<file path="src/rtl/fpba_pkg.sv">
// Package for the fit-policy block allocator.
// Holds default sizes, register indexes, policy and action codes,
// controller state type and the command/status structs. No dependencies.
package fpba_pkg;

  // Default table geometry
  localparam int NUM_ENTRIES_DEF = 16;
  localparam int SIZE_BITS_DEF   = 16;

  // Fixed port widths
  localparam int ENTRY_W   = 4;
  localparam int REQ_W     = 16;
  localparam int GRANT_W   = 16;
  localparam int FRAG_W    = 32;
  localparam int CFG_IDX_W = 2;
  localparam int CFG_DAT_W = 5;
  localparam int POLICY_W  = 2;
  localparam int BLOCKS_W  = 5;

  // Configuration register indexes
  localparam logic [CFG_IDX_W-1:0] REG_FIT_POLICY    = 2'd0;
  localparam logic [CFG_IDX_W-1:0] REG_BLOCKS_IN_USE = 2'd1;

  // Register reset values
  localparam logic [POLICY_W-1:0] FIT_POLICY_RST    = 2'd0;
  localparam logic [BLOCKS_W-1:0] BLOCKS_IN_USE_RST = 5'd16;

  // Fit policies; the unused code behaves as first fit
  localparam logic [POLICY_W-1:0] POL_FIRST = 2'd0;
  localparam logic [POLICY_W-1:0] POL_BEST  = 2'd1;
  localparam logic [POLICY_W-1:0] POL_WORST = 2'd2;

  // Item actions
  localparam logic ACT_LOAD  = 1'b0;
  localparam logic ACT_ALLOC = 1'b1;

  // Saturation limits
  localparam logic [GRANT_W-1:0] GRANT_MAX = '1;
  localparam logic [FRAG_W-1:0]  FRAG_MAX  = '1;

  // Controller states
  typedef enum logic [2:0] {
    S_IDLE,
    S_DISPATCH,
    S_LOAD,
    S_SCAN,
    S_DRAIN,
    S_UPDATE,
    S_FINISH
  } state_t;

  // Controller to datapath
  typedef struct packed {
    logic capture;   // latch the accepted item
    logic do_load;   // write the table entry, clear totals
    logic rd_issue;  // read the entry under the scan pointer
    logic commit;    // apply the grant to table and totals
    logic out_load;  // move the result into the output register
  } ctl_cmd_t;

  // Datapath to controller
  typedef struct packed {
    logic is_load;     // captured item is a load
    logic limit_zero;  // no entries to search
    logic scan_last;   // scan pointer is on the last entry
    logic out_free;    // output register can take a result
  } dp_stat_t;

endpackage

</file>
<file path="src/rtl/fpba_if.sv">
// Handshake channels of the fit-policy block allocator: request items in,
// result items out. Depends on fpba_pkg for the field widths.
interface fpba_in_if import fpba_pkg::*; ();
  logic               valid;
  logic               ready;
  logic               action;
  logic [ENTRY_W-1:0] entry_number;
  logic [REQ_W-1:0]   size_value;

  modport source (output valid, action, entry_number, size_value, input ready);
  modport sink   (input valid, action, entry_number, size_value, output ready);
endinterface

interface fpba_out_if import fpba_pkg::*; ();
  logic               valid;
  logic               ready;
  logic               granted;
  logic [ENTRY_W-1:0] chosen_entry;
  logic [REQ_W-1:0]   leftover;
  logic [GRANT_W-1:0] grants_so_far;
  logic [FRAG_W-1:0]  fragmentation_total;

  modport source (output valid, granted, chosen_entry, leftover, grants_so_far,
                  fragmentation_total, input ready);
  modport sink   (input valid, granted, chosen_entry, leftover, grants_so_far,
                  fragmentation_total, output ready);
endinterface

</file>
<file path="src/rtl/fpba_datapath.sv">
// Datapath of the fit-policy block allocator: config registers, the
// free-size table, the scan/compare stage, totals and output register.
// Depends on fpba_pkg; driven by fpba_controller commands.
module fpba_datapath import fpba_pkg::*; #(
  parameter int NUM_ENTRIES = NUM_ENTRIES_DEF,
  parameter int SIZE_BITS   = SIZE_BITS_DEF
) (
  input  logic                 clk,
  input  logic                 rst,
  // captured request fields
  input  logic                 action,
  input  logic [ENTRY_W-1:0]   entry_number,
  input  logic [REQ_W-1:0]     size_value,
  // configuration writes
  input  logic                 cfg_wr_en,
  input  logic [CFG_IDX_W-1:0] cfg_index,
  input  logic [CFG_DAT_W-1:0] cfg_data,
  // control
  input  ctl_cmd_t             cmd,
  output dp_stat_t             stat,
  // result register
  output logic                 out_valid,
  input  logic                 out_ready,
  output logic                 granted,
  output logic [ENTRY_W-1:0]   chosen_entry,
  output logic [REQ_W-1:0]     leftover,
  output logic [GRANT_W-1:0]   grants_so_far,
  output logic [FRAG_W-1:0]    fragmentation_total
);

  localparam int IDX_W = $clog2(NUM_ENTRIES);
  localparam int CNT_W = $clog2(NUM_ENTRIES + 1);

  // Configuration registers
  logic [POLICY_W-1:0] fit_policy;
  logic [BLOCKS_W-1:0] blocks_in_use;

  // Captured item
  logic                 action_r;
  logic [ENTRY_W-1:0]   entry_r;
  logic [SIZE_BITS-1:0] req_r;
  logic [CNT_W-1:0]     limit_r;
  logic [CNT_W-1:0]     limit_next;

  // Table
  logic [SIZE_BITS-1:0] mem [NUM_ENTRIES];
  logic [NUM_ENTRIES-1:0] vld;
  logic [SIZE_BITS-1:0] rd_data;
  logic                 rd_vld;
  logic                 wr_en;
  logic [IDX_W-1:0]     wr_idx;
  logic [SIZE_BITS-1:0] wr_data;

  // Scan and compare
  logic [IDX_W-1:0]     scan_idx;
  logic                 cmp_en;
  logic [IDX_W-1:0]     cmp_idx;
  logic [SIZE_BITS-1:0] cmp_sz;
  logic [SIZE_BITS-1:0] cmp_rest;
  logic                 cmp_fits;
  logic                 cmp_take;
  logic                 have_pick;
  logic [IDX_W-1:0]     pick_idx;
  logic [SIZE_BITS-1:0] pick_sz;
  logic [SIZE_BITS-1:0] best_val;

  // Commit and totals
  logic [SIZE_BITS-1:0] commit_rest;
  logic [SIZE_BITS-1:0] rest_r;
  logic [GRANT_W-1:0]   grant_count;
  logic [FRAG_W-1:0]    fragment_sum;
  logic [FRAG_W:0]      frag_add;
  logic                 load_in_range;

  // Configuration write port
  always_ff @(posedge clk) begin
    if (rst) begin
      fit_policy    <= FIT_POLICY_RST;
      blocks_in_use <= BLOCKS_IN_USE_RST;
    end else if (cfg_wr_en) begin
      case (cfg_index)
        REG_FIT_POLICY:    fit_policy    <= cfg_data[POLICY_W-1:0];
        REG_BLOCKS_IN_USE: blocks_in_use <= cfg_data[BLOCKS_W-1:0];
        default: ;
      endcase
    end
  end

  // Entries searched, clamped to the table depth
  always_comb begin
    if (32'(blocks_in_use) > NUM_ENTRIES) limit_next = CNT_W'(NUM_ENTRIES);
    else                                  limit_next = CNT_W'(blocks_in_use);
  end

  // Item capture
  always_ff @(posedge clk) begin
    if (cmd.capture) begin
      action_r <= action;
      entry_r  <= entry_number;
      req_r    <= SIZE_BITS'(size_value);
      limit_r  <= limit_next;
    end
  end

  // Scan pointer
  always_ff @(posedge clk) begin
    if (cmd.capture)       scan_idx <= '0;
    else if (cmd.rd_issue) scan_idx <= scan_idx + IDX_W'(1);
  end

  assign load_in_range = 32'(entry_r) < NUM_ENTRIES;

  // Table write: load or grant
  always_comb begin
    wr_en   = 1'b0;
    wr_idx  = pick_idx;
    wr_data = commit_rest;
    if (cmd.do_load) begin
      wr_en   = load_in_range;
      wr_idx  = IDX_W'(entry_r);
      wr_data = req_r;
    end else if (cmd.commit) begin
      wr_en = have_pick;
    end
  end

  // Table storage with registered read
  always_ff @(posedge clk) begin
    if (wr_en) mem[wr_idx] <= wr_data;
    rd_data <= mem[scan_idx];
  end

  // Written flags; an unwritten entry reads as zero
  always_ff @(posedge clk) begin
    if (rst) begin
      vld    <= '0;
      rd_vld <= 1'b0;
    end else begin
      if (wr_en) vld[wr_idx] <= 1'b1;
      rd_vld <= vld[scan_idx];
    end
  end

  // Compare stage works on the read data in the cycle after the read
  always_ff @(posedge clk) begin
    if (rst) cmp_en <= 1'b0;
    else     cmp_en <= cmd.rd_issue;
  end

  always_ff @(posedge clk) begin
    cmp_idx <= scan_idx;
  end

  assign cmp_sz   = rd_vld ? rd_data : '0;
  assign cmp_fits = cmp_sz >= req_r;
  assign cmp_rest = cmp_sz - req_r;

  // Policy decision; ties keep the earlier entry
  always_comb begin
    case (fit_policy)
      POL_BEST:  cmp_take = cmp_fits && (!have_pick || cmp_rest < best_val);
      POL_WORST: cmp_take = cmp_fits && (!have_pick || cmp_sz > best_val);
      default:   cmp_take = cmp_fits && !have_pick;
    endcase
  end

  always_ff @(posedge clk) begin
    if (cmd.capture) begin
      have_pick <= 1'b0;
    end else if (cmp_en && cmp_take) begin
      have_pick <= 1'b1;
      pick_idx  <= cmp_idx;
      pick_sz   <= cmp_sz;
      best_val  <= (fit_policy == POL_BEST) ? cmp_rest : cmp_sz;
    end
  end

  // Grant commit and saturating totals
  assign commit_rest = pick_sz - req_r;
  assign frag_add    = {1'b0, fragment_sum} + (FRAG_W + 1)'(commit_rest);

  always_ff @(posedge clk) begin
    if (cmd.commit) rest_r <= commit_rest;
  end

  always_ff @(posedge clk) begin
    if (rst) begin
      grant_count  <= '0;
      fragment_sum <= '0;
    end else if (cmd.do_load) begin
      grant_count  <= '0;
      fragment_sum <= '0;
    end else if (cmd.commit && have_pick) begin
      if (grant_count != GRANT_MAX) grant_count <= grant_count + GRANT_W'(1);
      fragment_sum <= frag_add[FRAG_W] ? FRAG_MAX : frag_add[FRAG_W-1:0];
    end
  end

  // Output register
  always_ff @(posedge clk) begin
    if (rst)               out_valid <= 1'b0;
    else if (cmd.out_load) out_valid <= 1'b1;
    else if (out_ready)    out_valid <= 1'b0;
  end

  always_ff @(posedge clk) begin
    if (cmd.out_load) begin
      granted             <= have_pick;
      chosen_entry        <= have_pick ? ENTRY_W'(pick_idx) : '0;
      leftover            <= have_pick ? REQ_W'(rest_r) : '0;
      grants_so_far       <= grant_count;
      fragmentation_total <= fragment_sum;
    end
  end

  // Status to the controller
  assign stat.is_load    = (action_r == ACT_LOAD);
  assign stat.limit_zero = (limit_r == '0);
  assign stat.scan_last  = (CNT_W'(scan_idx) + CNT_W'(1)) == limit_r;
  assign stat.out_free   = !out_valid || out_ready;

  // A pending result is never overwritten
  a_no_overwrite: assert property (@(posedge clk) disable iff (rst)
    cmd.out_load |-> (!out_valid || out_ready))
    else $error("result register overwritten while held");

  // A denied result carries no entry or leftover
  a_denied_clean: assert property (@(posedge clk) disable iff (rst)
    (out_valid && !granted) |-> (chosen_entry == '0 && leftover == '0))
    else $error("denied result carries entry data");

  // Reads stay inside the searched range
  a_scan_range: assert property (@(posedge clk) disable iff (rst)
    cmd.rd_issue |-> (CNT_W'(scan_idx) < limit_r))
    else $error("scan read beyond entries in use");

endmodule

</file>
<file path="src/rtl/fpba_controller.sv">
// Controller of the fit-policy block allocator: sequences capture, load,
// scan, grant commit and result hand-off. Depends on fpba_pkg.
module fpba_controller import fpba_pkg::*; (
  input  logic     clk,
  input  logic     rst,
  input  logic     in_valid,
  output logic     in_ready,
  input  dp_stat_t stat,
  output ctl_cmd_t cmd
);

  state_t state;
  state_t state_next;

  // State register
  always_ff @(posedge clk) begin
    if (rst) state <= S_IDLE;
    else     state <= state_next;
  end

  // Next state
  always_comb begin
    state_next = state;
    case (state)
      S_IDLE:     if (in_valid) state_next = S_DISPATCH;
      S_DISPATCH: begin
        if (stat.is_load)         state_next = S_LOAD;
        else if (stat.limit_zero) state_next = S_UPDATE;
        else                      state_next = S_SCAN;
      end
      S_LOAD:     state_next = S_FINISH;
      S_SCAN:     if (stat.scan_last) state_next = S_DRAIN;
      S_DRAIN:    state_next = S_UPDATE;
      S_UPDATE:   state_next = S_FINISH;
      S_FINISH:   if (stat.out_free) state_next = S_IDLE;
      default:    state_next = S_IDLE;
    endcase
  end

  // Outputs
  always_comb begin
    in_ready     = 1'b0;
    cmd          = '0;
    case (state)
      S_IDLE: begin
        in_ready    = 1'b1;
        cmd.capture = in_valid;
      end
      S_LOAD:   cmd.do_load  = 1'b1;
      S_SCAN:   cmd.rd_issue = 1'b1;
      S_UPDATE: cmd.commit   = 1'b1;
      S_FINISH: cmd.out_load = stat.out_free;
      default: ;
    endcase
  end

  // An accepted item is dispatched next cycle
  a_accept_dispatch: assert property (@(posedge clk) disable iff (rst)
    (in_valid && in_ready) |=> (state == S_DISPATCH))
    else $error("accepted item not dispatched");

  // Scan runs until the last entry is read
  a_scan_continues: assert property (@(posedge clk) disable iff (rst)
    (cmd.rd_issue && !stat.scan_last) |=> cmd.rd_issue)
    else $error("scan stopped early");

  // Handing off the result frees the block for the next item
  a_out_idle: assert property (@(posedge clk) disable iff (rst)
    cmd.out_load |=> (state == S_IDLE))
    else $error("block not idle after result hand-off");

endmodule

</file>
<file path="src/rtl/fit_policy_block_allocator.sv">
// Fit-policy block allocator, top level. Depends on fpba_pkg, fpba_if,
// fpba_controller and fpba_datapath.
// A load passes through dispatch, load and finish; an allocate passes through
// dispatch, a scan over blocks_in_use entries (clamped to NUM_ENTRIES) that
// reads one table entry per cycle from one read port, a drain, the grant update
// and finish, and skips the scan when no entry is searched. One item is worked
// on at a time; the next is accepted while a result waits.
// Reset (rst, synchronous): table reads as zero, totals zero, policy first fit.
module fit_policy_block_allocator import fpba_pkg::*; #(
  parameter int NUM_ENTRIES = NUM_ENTRIES_DEF,
  parameter int SIZE_BITS   = SIZE_BITS_DEF
) (
  input  logic                 clk,
  input  logic                 rst,
  fpba_in_if.sink              items,
  fpba_out_if.source           results,
  input  logic                 cfg_wr_en,
  input  logic [CFG_IDX_W-1:0] cfg_index,
  input  logic [CFG_DAT_W-1:0] cfg_data
);

  ctl_cmd_t cmd;
  dp_stat_t stat;

  // Sequencer
  fpba_controller u_ctl (
    .clk      (clk),
    .rst      (rst),
    .in_valid (items.valid),
    .in_ready (items.ready),
    .stat     (stat),
    .cmd      (cmd)
  );

  // Table, search and result path
  fpba_datapath #(
    .NUM_ENTRIES (NUM_ENTRIES),
    .SIZE_BITS   (SIZE_BITS)
  ) u_dp (
    .clk                 (clk),
    .rst                 (rst),
    .action              (items.action),
    .entry_number        (items.entry_number),
    .size_value          (items.size_value),
    .cfg_wr_en           (cfg_wr_en),
    .cfg_index           (cfg_index),
    .cfg_data            (cfg_data),
    .cmd                 (cmd),
    .stat                (stat),
    .out_valid           (results.valid),
    .out_ready           (results.ready),
    .granted             (results.granted),
    .chosen_entry        (results.chosen_entry),
    .leftover            (results.leftover),
    .grants_so_far       (results.grants_so_far),
    .fragmentation_total (results.fragmentation_total)
  );

endmodule

</file>
<file path="src/flat_wrapper.sv">
// flat-port wrapper written by rule: the top's interface ports become plain ports
module fit_policy_block_allocator_flat import fpba_pkg::*;
#(
  parameter int NUM_ENTRIES = NUM_ENTRIES_DEF,
  parameter int SIZE_BITS   = SIZE_BITS_DEF
)
  (clk, rst, cfg_wr_en, cfg_index, cfg_data, items_valid, items_action, items_entry_number, items_size_value, items_ready, results_valid, results_granted, results_chosen_entry, results_leftover, results_grants_so_far, results_fragmentation_total, results_ready);
  fpba_in_if items_i ();
  fpba_out_if results_i ();
  input  logic clk;
  input  logic rst;
  input  logic cfg_wr_en;
  input  logic [CFG_IDX_W-1:0] cfg_index;
  input  logic [CFG_DAT_W-1:0] cfg_data;
  input wire logic [$bits(items_i.valid)-1:0] items_valid;
  input wire logic [$bits(items_i.action)-1:0] items_action;
  input wire logic [$bits(items_i.entry_number)-1:0] items_entry_number;
  input wire logic [$bits(items_i.size_value)-1:0] items_size_value;
  output wire logic [$bits(items_i.ready)-1:0] items_ready;
  output wire logic [$bits(results_i.valid)-1:0] results_valid;
  output wire logic [$bits(results_i.granted)-1:0] results_granted;
  output wire logic [$bits(results_i.chosen_entry)-1:0] results_chosen_entry;
  output wire logic [$bits(results_i.leftover)-1:0] results_leftover;
  output wire logic [$bits(results_i.grants_so_far)-1:0] results_grants_so_far;
  output wire logic [$bits(results_i.fragmentation_total)-1:0] results_fragmentation_total;
  input wire logic [$bits(results_i.ready)-1:0] results_ready;
  assign items_i.valid = items_valid;
  assign items_i.action = items_action;
  assign items_i.entry_number = items_entry_number;
  assign items_i.size_value = items_size_value;
  assign items_ready = items_i.ready;
  assign results_valid = results_i.valid;
  assign results_granted = results_i.granted;
  assign results_chosen_entry = results_i.chosen_entry;
  assign results_leftover = results_i.leftover;
  assign results_grants_so_far = results_i.grants_so_far;
  assign results_fragmentation_total = results_i.fragmentation_total;
  assign results_i.ready = results_ready;
  fit_policy_block_allocator #(.NUM_ENTRIES(NUM_ENTRIES), .SIZE_BITS(SIZE_BITS)) u_core (.clk(clk), .rst(rst), .items(items_i), .results(results_i), .cfg_wr_en(cfg_wr_en), .cfg_index(cfg_index), .cfg_data(cfg_data));
endmodule
</file>
<file path="config.mk">
export PLATFORM = sky130hd
export DESIGN_NAME = fit_policy_block_allocator_flat
export DESIGN_NICKNAME = d
export VERILOG_FILES = /design/src/rtl/fpba_pkg.sv /design/src/rtl/fpba_if.sv /design/src/rtl/fpba_datapath.sv /design/src/rtl/fpba_controller.sv /design/src/rtl/fit_policy_block_allocator.sv /design/src/flat_wrapper.sv
export SDC_FILE = /design/constraint.sdc
export NUM_CORES = 1
export LEC_CHECK = 0
export BUFFER_PORTS_ARGS = -buffer_cell sky130_fd_sc_hd__buf_2
export CAP_MARGIN = 20
export CELL_PAD_IN_SITES_DETAIL_PLACEMENT = 1
export CELL_PAD_IN_SITES_GLOBAL_PLACEMENT = 2
export CORE_MARGIN = 5
export CORE_UTILIZATION = 48
export DETAILED_ROUTE_END_ITERATION = 8
export GPL_TIMING_DRIVEN = 0
export MAX_ROUTING_LAYER = met4
export PLACE_DENSITY_LB_ADDON = 0.12
export SLEW_MARGIN = 20
export SYNTH_ARGS = -nofsm -noshare
export SYNTH_HDL_FRONTEND = slang
export SYNTH_SLANG_ARGS = --single-unit
</file>
<file path="constraint.sdc">
create_clock -name clk -period 10.4 [get_ports clk]
set_input_delay 2.08 -clock clk [delete_from_list [all_inputs] [get_ports clk]]
set_output_delay 2.08 -clock clk [all_outputs]
set_load 0.03 [all_outputs]
</file>
==> impl_metrics.tcl, run 1 <==
set metrics [dict create \
    outcome "completed" \
    syn_area_per_cell_um2 14.9 \
    grt_first_pass_wirelength_um 84900 \
    placementRows 77 \
    port_buffers 103 \
    max_stage_delay_ns 0.46 \
    dpl.hpwl_um 40100 \
    unrepaired_setup_endpoints_after_global_routing "false" \
    finish.cell_count_without_fillers 2260 \
    numCtsBuffers 52 \
    final_critical_period_ns 6.05 \
    grt_remaining_overflow 0 \
    postSynth.topFlopCell "sky130_fd_sc_hd__edfxtp_1" \
    postCtsSetupRepairBufs 0 \
    worst_skew_pair.late_latency_ns 0.62 \
    routed_wire_length_per_instance_um 24.4 \
    final-hold-violation-count 0 \
    place_area_um2 23300 \
    fin_ws_ns 4.35 \
    synth-async-reset-ratio 0 \
    place_worst_setup_slack_ns 4.46 \
    critPathKind "register to register" \
    die-width_um 222 \
    sequential_cell_area_um2 14100 \
    ctsRootBufferMaster "sky130_fd_sc_hd__clkbuf_16" \
    synth_seq_area_share 0.655 \
    htree_levels 2 \
    track_usage 0.231 \
    worst_path_max_delay_cell "sky130_fd_sc_hd__a2111oi_4" \
    startpoint_type "register" \
    final_max_slew_viol_count 0 \
    cts_resized 0 \
    timing.critical_path.fanout_max 10 \
    worst_clock_skew_ns 0.0196 \
    clkPwrFrac 0.341 \
    p_sw_mw 1.64 \
    yosysUniqueCellTypes 76 \
    holdWs_ns 0.388 \
    fin_area_um2 25100 \
    multi_input_comb_area_um2 7140 \
    post_synth_instance_area_um2 21600 \
    power_density_nw_per_um2 225 \
    critical_path.endpoint_type "register" \
    p_int_mw 4.02 \
    clock_tree.buffer_depth 3 \
    syn-instance-count 1444 \
    syn_to_layout_area_delta_pct 16.4 \
    post_drt_via_cell_ratio 5.69 \
    synth_register_bits 505 \
    route.vias.total 12800 \
    timing.max_slew.rel_slack 0.290 \
    timing.final.setup_violations 0 \
    total_leakage_power_nw 9.01 \
    num-fill-cells 4249 \
    crit_chain "clkbuf_1 > clkbuf_1 > nand2_1 > inv_1 > ha_1 > a21oi_1 > maj3_1 > o31a_1 > a21oi_1 > a41oi_1 > nor2b_1 > xnor2_1 > ha_1 > a21o_1 > a21o_1 > a2111oi_0 > a21oi_1 > a2111oi_4 > buf_6 > buf_6 > buf_4" \
    floorplan.die_area_um2 49300 \
    postSynthNetCount 1559 \
    timing.critical_path.arrival_ns 6.35 \
    gp_routability_congestion 0.832 \
    drc_violation_total_after_the_first_tritonroute_iteration 842 \
    holdBufCountCts 0 \
    finalPower_mw 5.66 \
    max-cap-violations 0 \
    first_global_vias 13500 \
    synth_enable_flop_cells 403 \
    design.core.area_um2 44300 \
    post-route-util 0.566 \
    drtPass1Iterations 5 \
    worstPathRequired_ns 10.71 \
    clock-sinks 505 \
    share_comb_of_total_power 0.203 \
    drt_drc_violations_left 0 \
    place_inst 2160 \
    synthesis.yosys.warnings 0 \
    final_layout_size_suffix_gt1_frac 0.223 \
    grt_max_degree 30 \
    cts.reportedPaths.clkPinSlew_ns 0.07 \
    design.final.nets 1737 \
    fin_crit_sh 0.582 \
    die_h_um 222 \
    setup_tns_final_ns 0 \
    cts_tree "done" \
    initial_utilization 0.487 \
    worst_ir_drop_vdd_mv 0.147 \
    antenna_left 0 \
    io-pin-count 104 \
    sw_frac_of_total 0.290 \
    cell_with_the_most_instances_on_the_worst_path "sky130_fd_sc_hd__a21oi_1" \
    seqPwrFrac 0.456 \
    highest_attainable_clock_frequency_mhz 165 \
    worst_hold_class "register to register" \
    worst-slew-pin-transition_ns 1.06 \
    grt_antenna_before_repair 2 \
    wl_um 55200 \
]
==> cells by family (layout without fill, tap and decap cells) <==
family          Yosys count  count (layout)  share of synthesized area
buf+inv                 114             336                     0.0206
xor+xnor                 67              67                     0.0272
compound gates          243             243                     0.0712
simple gates            324             324                     0.0763
other cells               0               2                          0
mux                     107             107                     0.0997
flops                   505             505                      0.655
fa+ha+maj                84              84                     0.0495
==> critical path, delay by kind of cell, from the launching register on <==
kind | cells | cell delay, ns
AOI/OAI and AO/OA | 9 | 2.43
xor gates and xnor gates | 1 | 0.23
adders and majority gates | 3 | 0.91
buffers and inverters | 6 | 1.41
DFF | 1 | 0.36
and+or+nand+nor | 2 | 0.39
==> power groups by stage <==
stage / sequential (mW) / clock, mW / combinational (mW)
after floorplan: 2.62 / 0 / 0.675
after global placement: 2.63 / 0 / 1.04
after detailed placement: 2.62 / 0 / 1.15
after CTS: 2.58 / 1.97 / 1.16
after global routing: 2.59 / 2.07 / 1.25
final: 2.58 / 1.93 / 1.15
==> registers in the layout, indices dropped and copies added (netlist names), 5 cells and up <==
signal,cells
u_core.u_dp.limit_r,5
u_core.u_dp.fragment_sum,32
u_core.u_dp.grants_so_far,16
u_core.u_dp.rest_r,16
u_core.u_dp.mem,256
u_core.u_dp.rd_data,16
u_core.u_dp.blocks_in_use,5
u_core.u_dp.leftover,16
u_core.u_dp.fragmentation_total,32
u_core.u_dp.pick_sz,16
u_core.u_dp.grant_count,16
u_core.u_dp.req_r,16
u_core.u_dp.vld,16
u_core.u_dp.best_val,16
==> path summary, 6_finish.rpt <==
kind                                             start                                 end  slack (ns)  cells after the start
setup / recovery         u_core.u_dp.rd_vld$_SDFF_PP0_  u_core.u_dp.best_val[14]$_DFFE_PP_        4.35                     21
hold / removal    u_core.u_dp.scan_idx[0]$_SDFFE_PP0P_      u_core.u_dp.cmp_idx[0]$_DFF_P_        0.39                      0
setup reg to reg         u_core.u_dp.rd_vld$_SDFF_PP0_  u_core.u_dp.best_val[14]$_DFFE_PP_        4.35                     21
hold reg to reg   u_core.u_dp.scan_idx[0]$_SDFFE_PP0P_      u_core.u_dp.cmp_idx[0]$_DFF_P_        0.39                      0
==> cell type report <==
class / instances / area share
diodes: 2 / 0.000199
plain buffers: 50 / 0.00822
clock buffers: 71 / 0.0595
clock inverters: 27 / 0.0122
inverters: 64 / 0.00957
multi-input cells: 825 / 0.284
flip-flops and latches: 505 / 0.563
well taps: 592 / 0.0295
repair buffers: 124 / 0.0330
==> cells in the final DEF, fill, tap and decap left out, drive strengths merged, types with 4 or more instances in the layout <==
master,count
nand2,50
a211oi,7
dfxtp,102
xnor2,41
xor2,26
nor2,103
mux2,14
nor4,4
a21o,22
nor3b,6
nand4,15
a21oi,83
o31a,4
buf,140
a31o,4
nand2b,8
a211o,6
nor2b,18
and3,10
o21bai,6
nor3,19
or2,5
clkinv,21
inv,64
a311oi,4
a31oi,14
clkbuf,105
o21ba,4
o21ai,61
and4,7
or3,10
and2,41
nand3,21
ha,79
o21a,5
bufinv,5
edfxtp,403
mux4,85
mux2i,8
==> cells in the mapped netlist, drive strengths merged, types with 3 or more instances <==
master  number  area share
a211o        6      0.0025
mux2i        8      0.0037
nor4         4      0.0012
o21ba        4      0.0019
nor2       103       0.018
edfxtp     403        0.56
a211oi       7      0.0029
nand2b       8      0.0023
inv         63       0.011
nor3b        6      0.0021
a31oi       14      0.0041
and2        41       0.012
a31o         4      0.0016
clkbuf      33      0.0058
fa           3      0.0028
nand3       21      0.0049
and3        10      0.0030
dfxtp      102       0.095
xnor2       41       0.017
nand2       50      0.0087
o21bai       6      0.0021
and4         7      0.0030
or3         10      0.0030
or2          5      0.0014
nor2b       18      0.0052
a21o        22      0.0077
buf         17      0.0037
o31a         4      0.0016
xor2        26       0.011
o21a         5      0.0017
o21ai       61       0.014
a311oi       4      0.0016
nand4       15      0.0043
a21oi       83       0.019
mux2        14      0.0073
ha          79       0.046
nor3        19      0.0044
mux4        85       0.089
==> routing by layer <==
metal	vias up	track usage	routed length, um
li1	5917	-	-
met1	6538	0.309	24200
met2	314	0.373	27100
met3	80	0.0308	2460
met4	0	0.0742	1430
met5	-	-	0
(Power assumes the default switching activity.)
==> run 2: changes to the inputs <==
--- a/config.mk
+++ b/config.mk
@@ -10,7 +10,7 @@
 export CELL_PAD_IN_SITES_DETAIL_PLACEMENT = 1
 export CELL_PAD_IN_SITES_GLOBAL_PLACEMENT = 2
 export CORE_MARGIN = 5
-export CORE_UTILIZATION = 48
+export CORE_UTILIZATION = 45
 export DETAILED_ROUTE_END_ITERATION = 8
 export GPL_TIMING_DRIVEN = 0
 export MAX_ROUTING_LAYER = met4
==> constraint.sdc (replaced) <==
create_clock -name clk -period 5.8 [get_ports clk]
set_input_delay 1.16 -clock clk [delete_from_list [all_inputs] [get_ports clk]]
set_output_delay 1.16 -clock clk [all_outputs]
set_load 0.03 [all_outputs]
==> impl_metrics.tcl, run 2 (synthesized netlist as in run 1, its figures left out) <==
set metrics [dict create \
    cp_top_family "compound AO/OA/AOI/OAI gates" \
    final_cell_mix "sky130_fd_sc_hd__edfxtp_1, sky130_fd_sc_hd__buf_2, sky130_fd_sc_hd__dfxtp_1" \
    post_drt_via_cell_ratio 5.58 \
    holdBufCountCts 0 \
    port_buffers 103 \
    die_h_um 229 \
    drtPass1Iterations 6 \
    grt_first_pass_wirelength_um 83200 \
    max-cap-violations 0 \
    ff2ff_path_depth 19 \
    numCtsBuffers 53 \
    highest_attainable_clock_frequency_mhz 185 \
    clkPwrFrac 0.337 \
    antenna_left 0 \
    place_worst_setup_slack_ns -0.314 \
    track_usage 0.212 \
    routed_wire_length_per_instance_um 23.6 \
    cts_tree "done" \
    timing.final.setup_violations 0 \
    largest_reg_flops 256 \
    crit_buf_inv 4 \
    io-pin-count 104 \
    initial_utilization 0.454 \
    worst_path_max_delay_cell "sky130_fd_sc_hd__maj3_1" \
    design.core.area_um2 47500 \
    num-fill-cells 4576 \
    critical_path.endpoint_type "register" \
    share_comb_of_total_power 0.204 \
    cts.reportedPaths.clkPinSlew_ns 0.06 \
    outcome "completed" \
    route.vias.total 12800 \
    placementRows 80 \
    fin_crit_sh 0.931 \
    design.final.nets 1738 \
    timing.max_slew.rel_slack 0.257 \
    htree_levels 2 \
    fin_ws_ns 0.398 \
    timing.critical_path.fanout_max 19 \
    wl_um 53900 \
    worst_clock_skew_ns 0.0401 \
    timing.rr.end "u_core.u_dp.pick_sz[3]$_DFFE_PP_" \
    cell_with_the_most_instances_on_the_worst_path "sky130_fd_sc_hd__a21oi_1" \
    most_common_cell_after_layout_fill_and_taps_aside "sky130_fd_sc_hd__edfxtp_1" \
    final_layout_size_suffix_gt1_frac 0.214 \
    worst-r2r-setup-slack_ns 0.40 \
    crit-reg2reg-launch "u_core.u_dp.rd_vld$_SDFF_PP0_" \
    worstPathRequired_ns 6.09 \
    worst_ir_drop_vdd_mv 0.259 \
    dpl.hpwl_um 38100 \
    biggestRegsByFlops "u_core.u_dp.mem (256), u_core.u_dp.fragment_sum (32), u_core.u_dp.fragmentation_total (32)" \
    post-route-util 0.527 \
    critPathKind "register to register" \
    total_leakage_power_nw 8.95 \
    max_stage_delay_ns 0.42 \
    seqPwrFrac 0.460 \
    place_inst 2183 \
    final-hold-violation-count 0 \
    sw_frac_of_total 0.286 \
    drc_violation_total_after_the_first_tritonroute_iteration 841 \
    grt_max_degree 31 \
    worst_skew_pair.late_latency_ns 0.63 \
    final_max_slew_viol_count 0 \
    syn_to_layout_area_delta_pct 16.0 \
    worst-slew-pin-transition_ns 1.11 \
    crit_chain "clkbuf_2 > nand2_1 > inv_1 > ha_1 > a21oi_1 > maj3_1 > o31a_1 > a21oi_1 > a41oi_1 > a211o_1 > xnor2_1 > ha_1 > nand4_1 > nor2_1 > a2111oi_0 > a21oi_1 > a2111oi_4 > buf_4 > buf_4" \
    p_int_mw 7.12 \
    finish.cell_count_without_fillers 2284 \
    timing.critical_path.arrival_ns 5.69 \
    floorplan.die_area_um2 52400 \
    holdCritStartpoint "u_core.u_dp.scan_idx[1]$_SDFFE_PP0P_" \
    holdWs_ns 0.396 \
    first_global_vias 13700 \
    min_path_cells 0 \
    hold_end "u_core.u_dp.cmp_idx[1]$_DFF_P_" \
    clock-sinks 505 \
    final_critical_period_ns 5.40 \
    worst_hold_class "register to register" \
    clock_tree.buffer_depth 3 \
    grt_remaining_overflow 0 \
    power_density_nw_per_um2 398 \
    ctsRootBufferMaster "sky130_fd_sc_hd__clkbuf_16" \
    grt_antenna_before_repair 2 \
    drt_drc_violations_left 0 \
    die-width_um 229 \
    largest_register "u_core.u_dp.mem" \
    startpoint_type "register" \
    gp_routability_congestion 0.833 \
    setup_tns_final_ns 0 \
    critical_path_depth 19 \
    unrepaired_setup_endpoints_after_global_routing "false" \
    p_sw_mw 2.85 \
]
## run 2: repair_timing
item                                   4_1_cts  5_1_grt
resized for setup                            1        0
endpoints found under the hold margin        0        0
setup endpoints to repair                   31        0
buffers inserted                             1        0
## run 2: power groups by stage
stage	logic, mW	registers [mW]	clock network (mW)
2_1_floorplan	1.21	4.69	0
3_3_place_gp	1.85	4.68	0
3_5_place_dp	2.04	4.66	0
4_1_cts	2.06	4.59	3.44
5_1_grt	2.22	4.61	3.60
6_report	2.03	4.58	3.36
## run 2: cell type report
cell class | instances | area, um2 | share of cell area
flip-flops and latches | 505 | 14100 | 0.565
multi-input cells | 825 | 7150 | 0.285
clock buffers | 71 | 1420 | 0.0569
repair buffers | 125 | 805 | 0.0321
well taps | 615 | 769 | 0.0307
clock inverters | 28 | 299 | 0.0119
inverters | 64 | 240 | 0.00959
plain buffers | 49 | 205 | 0.00820
diodes | 2 | 5.00 | 0.000200
## run 2: routing by layer
| metal | track usage | part of all wire | vias to the layer above |
|---|---|---|---|
| met2 | 0.361 | 0.51 | 270 |
| li1 | - | - | 5905 |
| met1 | 0.270 | 0.43 | 6505 |
| met3 | 0.0305 | 0.042 | 76 |
| met5 | - | 0 | - |
| met4 | 0.0549 | 0.021 | 0 |
## run 2: through the flow
step / power [mW] / cell area [um2]
floorplan: 5.90 / 21600
global placement: 6.53 / 22900
detailed placement: 6.70 / 23300
CTS: 10.1 / 25000
global route: 10.4 / 25000
finish: 9.98 / 25000
## run 2: how the worst max path moves through the flow
stage	startpoint	to	slack, ns
6_report	u_core.u_dp.rd_vld$_SDFF_PP0_	u_core.u_dp.pick_sz[3]$_DFFE_PP_	0.40
5_1_grt	u_core.u_dp.rd_vld$_SDFF_PP0_	u_core.u_dp.pick_sz[3]$_DFFE_PP_	0.05
4_1_cts	u_core.u_dp.rd_vld$_SDFF_PP0_	u_core.u_dp.pick_sz[7]$_DFFE_PP_	0.33
3_5_place_dp	u_core.u_dp.rd_vld$_SDFF_PP0_	u_core.u_dp.pick_sz[0]$_DFFE_PP_	-0.31
3_3_place_gp	u_core.u_dp.rd_vld$_SDFF_PP0_	u_core.u_dp.pick_sz[1]$_DFFE_PP_	-1.55
2_1_floorplan	u_core.u_dp.rd_vld$_SDFF_PP0_	u_core.u_dp.best_val[0]$_DFFE_PP_	0.47
